## src/hdl/sctp_pkg.sv

```systemverilog
`default_nettype none

package sctp_pkg;

  localparam int SLOT_W      = 4;
  localparam int DEV_W       = 8;
  localparam int BLK_W       = 32;
  localparam int FUNC_W      = 2;
  localparam int MAX_RESULTS = 16;
  localparam int CNT_W       = $clog2(MAX_RESULTS + 1);

  typedef enum logic [FUNC_W-1:0] {
    FN_READ   = 2'd0,
    FN_WRITE  = 2'd1,
    FN_FLUSH  = 2'd2,
    FN_IGNORE = 2'd3
  } func_t;

  // Request travelling along the row of cells.
  typedef struct packed {
    logic              live;
    func_t             fn;
    logic [DEV_W-1:0]  dev;
    logic [BLK_W-1:0]  blk;
    logic              done;
    logic              seen_free;
    logic              vwb;
    logic [DEV_W-1:0]  vdev;
    logic [BLK_W-1:0]  vblk;
    logic [CNT_W-1:0]  count;
    logic              phave;
    logic [SLOT_W-1:0] pslot;
    logic [DEV_W-1:0]  pdev;
    logic [BLK_W-1:0]  pblk;
  } tok_t;

  typedef struct packed {
    logic              hit;
    logic [SLOT_W-1:0] slot;
    logic              wb;
    logic [DEV_W-1:0]  wdev;
    logic [BLK_W-1:0]  wblk;
    logic              fill;
    logic              last;
  } res_t;

  typedef struct packed {
    logic             en;
    logic             hit;
    logic             write;
    logic             apply_age;
    logic [DEV_W-1:0] dev;
    logic [BLK_W-1:0] blk;
  } cmt_t;

endpackage

`default_nettype wire

```

## src/hdl/sctp_cell.sv

```systemverilog
`default_nettype none

module sctp_cell import sctp_pkg::*; #(
  parameter int ENTRIES  = 16,
  parameter int AGE_BITS = 16,
  parameter int INDEX    = 0,
  localparam int IDX_W   = $clog2(ENTRIES)
) (
  input  wire logic                clk,
  input  wire logic                rst,
  input  wire logic                adv,
  input  wire tok_t                tok_in,
  input  wire logic [AGE_BITS-1:0] oldest_in,
  input  wire logic [IDX_W-1:0]    vic_in,
  input  wire cmt_t                cmt,
  input  wire logic [IDX_W-1:0]    cmt_target,
  output tok_t                     tok_out,
  output logic [AGE_BITS-1:0]      oldest_out,
  output logic [IDX_W-1:0]         vic_out,
  output logic                     em_valid,
  output res_t                     em
);

  localparam logic [IDX_W-1:0]    MY_IDX  = IDX_W'(INDEX);
  localparam logic [SLOT_W-1:0]   MY_SLOT = SLOT_W'(INDEX);
  localparam logic [AGE_BITS-1:0] AGE_MAX = '1;
  localparam logic [AGE_BITS-1:0] AGE_ONE = AGE_BITS'(1);

  logic                valid;
  logic                dirty;
  logic                pend;
  logic [DEV_W-1:0]    dev_tag;
  logic [BLK_W-1:0]    blk_tag;
  logic [AGE_BITS-1:0] age;

  logic                live_q;
  tok_t                tok_q;
  logic [AGE_BITS-1:0] oldest_q;
  logic [IDX_W-1:0]    vic_q;

  tok_t                tok_n;
  logic [AGE_BITS-1:0] oldest_n;
  logic [IDX_W-1:0]    vic_n;
  logic                match;
  logic                set_pend;
  logic                clean;
  logic                target_me;

  assign match     = valid && (dev_tag == tok_in.dev) && (blk_tag == tok_in.blk);
  assign target_me = (cmt_target == MY_IDX);

  always_comb begin
    tok_n    = tok_in;
    oldest_n = oldest_in;
    vic_n    = vic_in;
    em_valid = 1'b0;
    em       = '0;
    set_pend = 1'b0;
    clean    = 1'b0;
    if (tok_in.live) begin
      unique case (tok_in.fn) inside
        FN_READ, FN_WRITE: begin
          if (!tok_in.done) begin
            if (match) begin
              tok_n.done = 1'b1;
              vic_n      = MY_IDX;
            end else if (valid) begin
              if (!tok_in.seen_free) begin
                set_pend = 1'b1;
                if (oldest_in < age) begin
                  oldest_n   = age;
                  vic_n      = MY_IDX;
                  tok_n.vwb  = dirty;
                  tok_n.vdev = dev_tag;
                  tok_n.vblk = blk_tag;
                end
              end
            end else begin
              vic_n           = MY_IDX;
              tok_n.seen_free = 1'b1;
              tok_n.vwb       = 1'b0;
            end
          end
        end
        FN_FLUSH: begin
          if (valid && dirty && (tok_in.count < CNT_W'(MAX_RESULTS))) begin
            clean       = 1'b1;
            tok_n.count = tok_in.count + 1'b1;
            tok_n.phave = 1'b1;
            tok_n.pslot = MY_SLOT;
            tok_n.pdev  = dev_tag;
            tok_n.pblk  = blk_tag;
            // The word held from an earlier entry is known not to be the last.
            if (tok_in.phave) begin
              em_valid = 1'b1;
              em.wb    = 1'b1;
              em.slot  = tok_in.pslot;
              em.wdev  = tok_in.pdev;
              em.wblk  = tok_in.pblk;
            end
          end
        end
        default: begin
        end
      endcase
    end
  end

  always_ff @(posedge clk) begin
    if (rst) begin
      valid  <= 1'b0;
      dirty  <= 1'b0;
      pend   <= 1'b0;
      live_q <= 1'b0;
    end else if (adv) begin
      live_q <= tok_in.live;
      if (set_pend) begin
        pend <= 1'b1;
      end
      if (clean) begin
        dirty <= 1'b0;
      end
      if (cmt.en) begin
        pend <= 1'b0;
        if (target_me) begin
          if (cmt.hit) begin
            if (cmt.write) begin
              dirty <= 1'b1;
            end
          end else begin
            valid <= 1'b1;
            dirty <= cmt.write;
          end
        end
      end
    end
  end

  always_ff @(posedge clk) begin
    if (adv) begin
      tok_q    <= tok_n;
      oldest_q <= oldest_n;
      vic_q    <= vic_n;
      if (cmt.en) begin
        if (target_me) begin
          age <= AGE_ONE;
          if (!cmt.hit) begin
            dev_tag <= cmt.dev;
            blk_tag <= cmt.blk;
          end
        end else if (pend && cmt.apply_age && (age != AGE_MAX)) begin
          age <= age + 1'b1;
        end
      end
    end
  end

  always_comb begin
    tok_out      = tok_q;
    tok_out.live = live_q;
  end

  assign oldest_out = oldest_q;
  assign vic_out    = vic_q;

endmodule

`default_nettype wire

```

## config.mk

```make
export PLATFORM = sky130hd
export DESIGN_NAME = sctp_cell
export DESIGN_NICKNAME = d
export VERILOG_FILES = /design/src/hdl/sctp_pkg.sv /design/src/hdl/sctp_cell.sv
export SDC_FILE = /design/constraint.sdc
export NUM_CORES = 1
export LEC_CHECK = 0
export BUFFER_PORTS_ARGS = -buffer_cell sky130_fd_sc_hd__buf_2
export CAP_MARGIN = 15
export CORE_AREA = 2 2 160 162
export CTS_BUF_LIST = sky130_fd_sc_hd__clkbuf_4 sky130_fd_sc_hd__clkbuf_8
export DETAILED_ROUTE_END_ITERATION = 7
export DIE_AREA = 0 0 162 164
export GPL_ROUTABILITY_DRIVEN = 0
export PLACE_DENSITY = 0.67
export SKIP_CTS_REPAIR_TIMING = 1
export SLEW_MARGIN = 30
export SYNTH_ARGS = -nofsm -noshare
export SYNTH_HDL_FRONTEND = slang
export SYNTH_SLANG_ARGS = --single-unit
```

## constraint.sdc

```tcl
create_clock -name clk -period 6.2 [get_ports clk]
set_input_delay 0.62 -clock clk [delete_from_list [all_inputs] [get_ports clk]]
set_output_delay 0.62 -clock clk [all_outputs]
set_load 0.05 [all_outputs]
```

## After elaboration in Yosys (flattened, before gate mapping)

Index checks and enable logic that the tools add are counted.

- Bits of input ports: 207
- Memories: 0
- Flip-flop bits (word level): 215
- Memory bits (read-only): 0
- Bits in latches: 0
- Logic and storage cells: 97
- Memory bits (writable): 0

- Div/mod/pow operators: 0
- Multiplexer cells: 51
- Bitwise logic cells: 1
- Order comparisons: 2
- $mul: 0
- $add $sub $neg: 2
- Eq/ne operators: 5
- Reduce and logical (&&, ||, !) cells: 14
- Shifts and indexed selects: 0

Operator list:

| operator | count |
|---|---|
| two-way mux 45 bit | 4 |
| two-way mux 16 bit | 8 |
| two-way mux 50 bit | 2 |
| two-way mux 93 bit | 1 |
| two-way mux 43 bit | 2 |
| two-way mux 41 bit | 2 |
| two-way mux 42 bit | 1 |
| two-way mux 40 bit | 1 |
| == test 32 bit | 1 |
| two-way mux 4 bit | 7 |
| two-way mux 1 bit | 23 |
| adder 16 x 1 -> 16 bit, second input constant | 1 |
| less-than comparator 16 bit | 1 |
| inequality test 16 bit, second input constant | 1 |
| == test 8 bit | 1 |
| logical AND 1 bit | 6 |
| adder 5 x 1 -> 5 bit, second input constant | 1 |
| less-than comparator 5 bit, second input constant | 1 |
| logical NOT 4 bit | 1 |
| AND reduction 4 bit | 1 |
| nonzero test 2 bit | 2 |
| AND reduction 3 bit | 1 |
| == test 2 x 1 -> 1 bit, second input constant | 1 |
| == test 2 bit, second input constant | 1 |
| 4 further kinds | 4 |

## Logic depth before layout (Yosys ltp)

- Depth in word-level cells: 10
- Depth in mapped cells: 10
- Gate-level depth less buffers: 8

## Worst setup path before layout

OpenSTA, ideal clock, no wires.

- Kind: input -> register
- Start point: input cmt_target[1]
- End point: register blk_tag[0] (enable)
- Required time: 5.708 ns
- Setup slack: 1.590 ns
- Setup time: 0.492 ns
- Stages: 2
- Data arrival time: 4.118 ns
- Path through: or4_1 nor3_1

- Word-level cells in the longest chain between the ends: 2

RTL lines:

| element | line | text |
|---|---|---|
| start, declared | sctp_cell.sv:16 | `input wire logic [IDX_W-1:0] cmt_target,` |
| logical NOT 4 bit | sctp_cell.sv:50 | `assign target_me = (cmt_target == MY_IDX);` |
| AND reduction 4 bit (no line) | - |  |
| end signal, assigned | sctp_cell.sv:149 | `blk_tag <= cmt.blk;` |
| end, declared | sctp_cell.sv:33 | `logic [BLK_W-1:0] blk_tag;` |

No other way between the ends.
A chain may end at the register's enable or synchronous reset.

==> impl_metrics.ini <==
[run_status]
status = completed

[logic_synthesis]
yosysUniqueCellTypes = 46
cell_area_after_synthesis_mm2 = 0.00967
synth-seq-area-share_pct = 66.4
synth.yosys.warnings = 0
synthCells = 606
syn-mean-instance-area_um2 = 16.0
postSynthRegisterBits = 215

[setup_path]
critical_path_class = flop to flop
cp_data_arrival_time_ns = 4.05
regToRegStartpoint = age[2]
cp-startpoint = age[2]
reg2regPathDepth = 9
worst_setup_path_start_kind = flop
critPathCaptureType = flop
timing.critical_path.fanout_max = 38
timing.critical_path.required_ns = 6.46

[timing]
timing.max_slew.rel_slack_pct = 38.0
drv_slew = 0
final_period_demand_of_the_worst_path_ns = 3.80
fin_crit_sh_pct = 61.2
fin_hold_viols = 0
fin_skew_ns = 0.0268
finalSetupTns_ns = 0
worst_slew_pin_slew_ns = 0.931
clock.fmax_mhz = 263
rsz0062_at_grt = no
setup_violations = 0
final_critical_path_setup_slack_ns = 2.40

[cts]
cts_max_path_buffers = 3
tritoncts.num_buffers = 38
htree_levels = 2
cts_tree = yes
clkLatencyLatePin_ns = 0.52
numClockSinks = 215
clk_pin_slew_worst_paths_ns = 0.06
cts_root_cell = clkbuf_8

[place]
place_worst_setup_slack_ns = 2.16
numPortBuffers = 408
dp_hpwl_um = 22300

[drt]
drt_first_iter_violations = 417
routed_wl_um = 29600
viasPerCell = 4.93
wire_per_inst_um = 21.2
detailedRoute.firstPassIterationCount = 5
route.detailed.drc = 0
route.antenna.remaining_nets = 0
route.vias.total = 6892

[pwr]
power.density_cell_area_mw_per_mm2 = 286
power_leakage_uw = 0.00547
largest_voltage_drop_on_the_vdd_net_mv = 0.180

[layout]
fin_nets = 1257
area_growth_syn_to_layout_pct = 32.4
post_route_cells_drive_above_1_share_pct = 54.9
layout.cells.most_common_list = buf_2, edfxtp_1, mux2_2
layout_commonest_cell = buf_2

[worst_hold_path]
hold_depth = 1
worst_min_delay_path_category = input port to flop
timing.hold.worst.start = cmt[28]

[floorplan]
floorplan.io_pins = 412
height_of_the_chip_um = 164
die_area_mm2 = 0.0266
rows = 58
placeableCoreArea_mm2 = 0.0248
floorplan.initialDensity_pct = 39.0
die-width_um = 162

[global_routing]
grt_max_degree = 68
track_usage_pct = 21.3
globalRouteOverflowTotal = 0
antenna_found_initial = 12
grt_pass1_wl_um = 41700
first_global_vias = 6752

[job]
drv.max_cap_violation_count = 0
## state kept, by name, indices dropped and copies added, names as in the netlist
register / flops
vic_out: 4
tok_out: 135
live_q: 1
pend: 1
age: 16
dirty: 1
blk_tag: 32
oldest_out: 16
dev_tag: 8
valid: 1
## synth_stat cells, drive strengths merged
master / instances / area, µm²
and3: 47 / 294
edfxtp: 211 / 6340
nand2: 11 / 41.3
xor2: 1 / 8.76
nor3b: 1 / 7.51
conb: 1 / 3.75
o41ai: 1 / 8.76
o311ai: 1 / 8.76
nand4: 24 / 150
and4: 2 / 17.5
a21boi: 2 / 15.0
mux2i: 1 / 10.0
and2: 2 / 12.5
mux2: 97 / 1240
o21ai: 2 / 10.0
a2111oi: 1 / 15.0
nor4bb: 1 / 10.0
inv: 15 / 56.3
a21oi: 8 / 40.0
nor2b: 8 / 50.1
buf: 16 / 155
o21a: 1 / 7.51
and4b: 1 / 10.0
nor3: 6 / 30.0
clkbuf: 13 / 48.8
a21o: 2 / 15.0
dfxtp: 4 / 80.1
or2: 2 / 12.5
nand3: 14 / 70.1
a31oi: 2 / 12.5
a211oi: 2 / 15.0
or4: 2 / 18.8
a41o: 1 / 10.0
nor2: 20 / 75.1
nand2b: 2 / 12.5
nor4: 5 / 31.3
o21bai: 2 / 15.0
a311o: 1 / 10.0
xnor2: 55 / 482
ha: 17 / 213
or3: 1 / 6.26
## worst max-delay path, cell delays in order (launching register included)
cell and delay (ns):
edfxtp_1 0.46, inv_1 0.12, ha_1 0.23, o21a_1 0.19, o21ai_0 0.17, o41ai_1 0.10, or4_4 0.45, and4b_4 0.93
buf_4 0.49, mux2_2 0.38
## worst paths after layout
| path | end | slack, ns |
|---|---|---|
| max | tok_out[54] | 2.40 |
| min | blk_tag[28] | 0.27 |
| min reg2reg | dirty | 0.50 |
| max reg2reg | tok_out[54] | 2.40 |
## per-layer routing
metal / share of wire, % / track usage (%) / wire (µm)
met2: 51 / 37.9 / 15100
met5: 0.22 / 0 / 65
met1: 37 / 24.0 / 11000
met4: 2.6 / 6.88 / 782
met3: 9.0 / 7.37 / 2680
## final cells by class
type / count / area [µm²]
antenna: 7 / 17.5
clock buffer: 50 / 619
clock inverter: 17 / 161
fill: 2179 / 12000
inverter: 15 / 56.3
multi-input combinational: 349 / 3020
sequential: 215 / 6420
tap: 330 / 413
timing repair buffer: 414 / 2090
## kinds of logic after synthesis
| logic type | synth area share, % |
|---|---|
| flip-flops | 66.4 |
| AND/OR/NAND/NOR | 8.79 |
| multiplexers | 13.0 |
| XOR/XNOR | 5.07 |
| buffers and inverters | 2.69 |
| AO/OA/AOI/OAI | 1.89 |
| adder cells (fa/ha/maj) | 2.20 |
| other | 0.0388 |
## metrics by stage
step | hold WS (ns) | cell area, µm² | total power (µW) | utilization, % | std cells
3_3_place_gp | 0.475 | 12000 | 2330 | 48.4 | 1323
5_1_grt | 0.247 | 12800 | 3790 | 51.5 | 1393
2_1_floorplan | 0.439 | 9680 | 2120 | - | 608
4_1_cts | 0.239 | 12800 | 3710 | 51.5 | 1390
3_5_place_dp | 0.495 | 12000 | 2330 | 48.4 | 1323
6_report | 0.271 | 12800 | 3660 | 51.6 | 1397
## report_power, final
group,switching (µW),total [µW],internal [µW]
Combinational,432,585,153
Clock,585,1360,779
Sequential,24.2,1720,1690
Note: power is estimated with default switching activity, not from simulation.
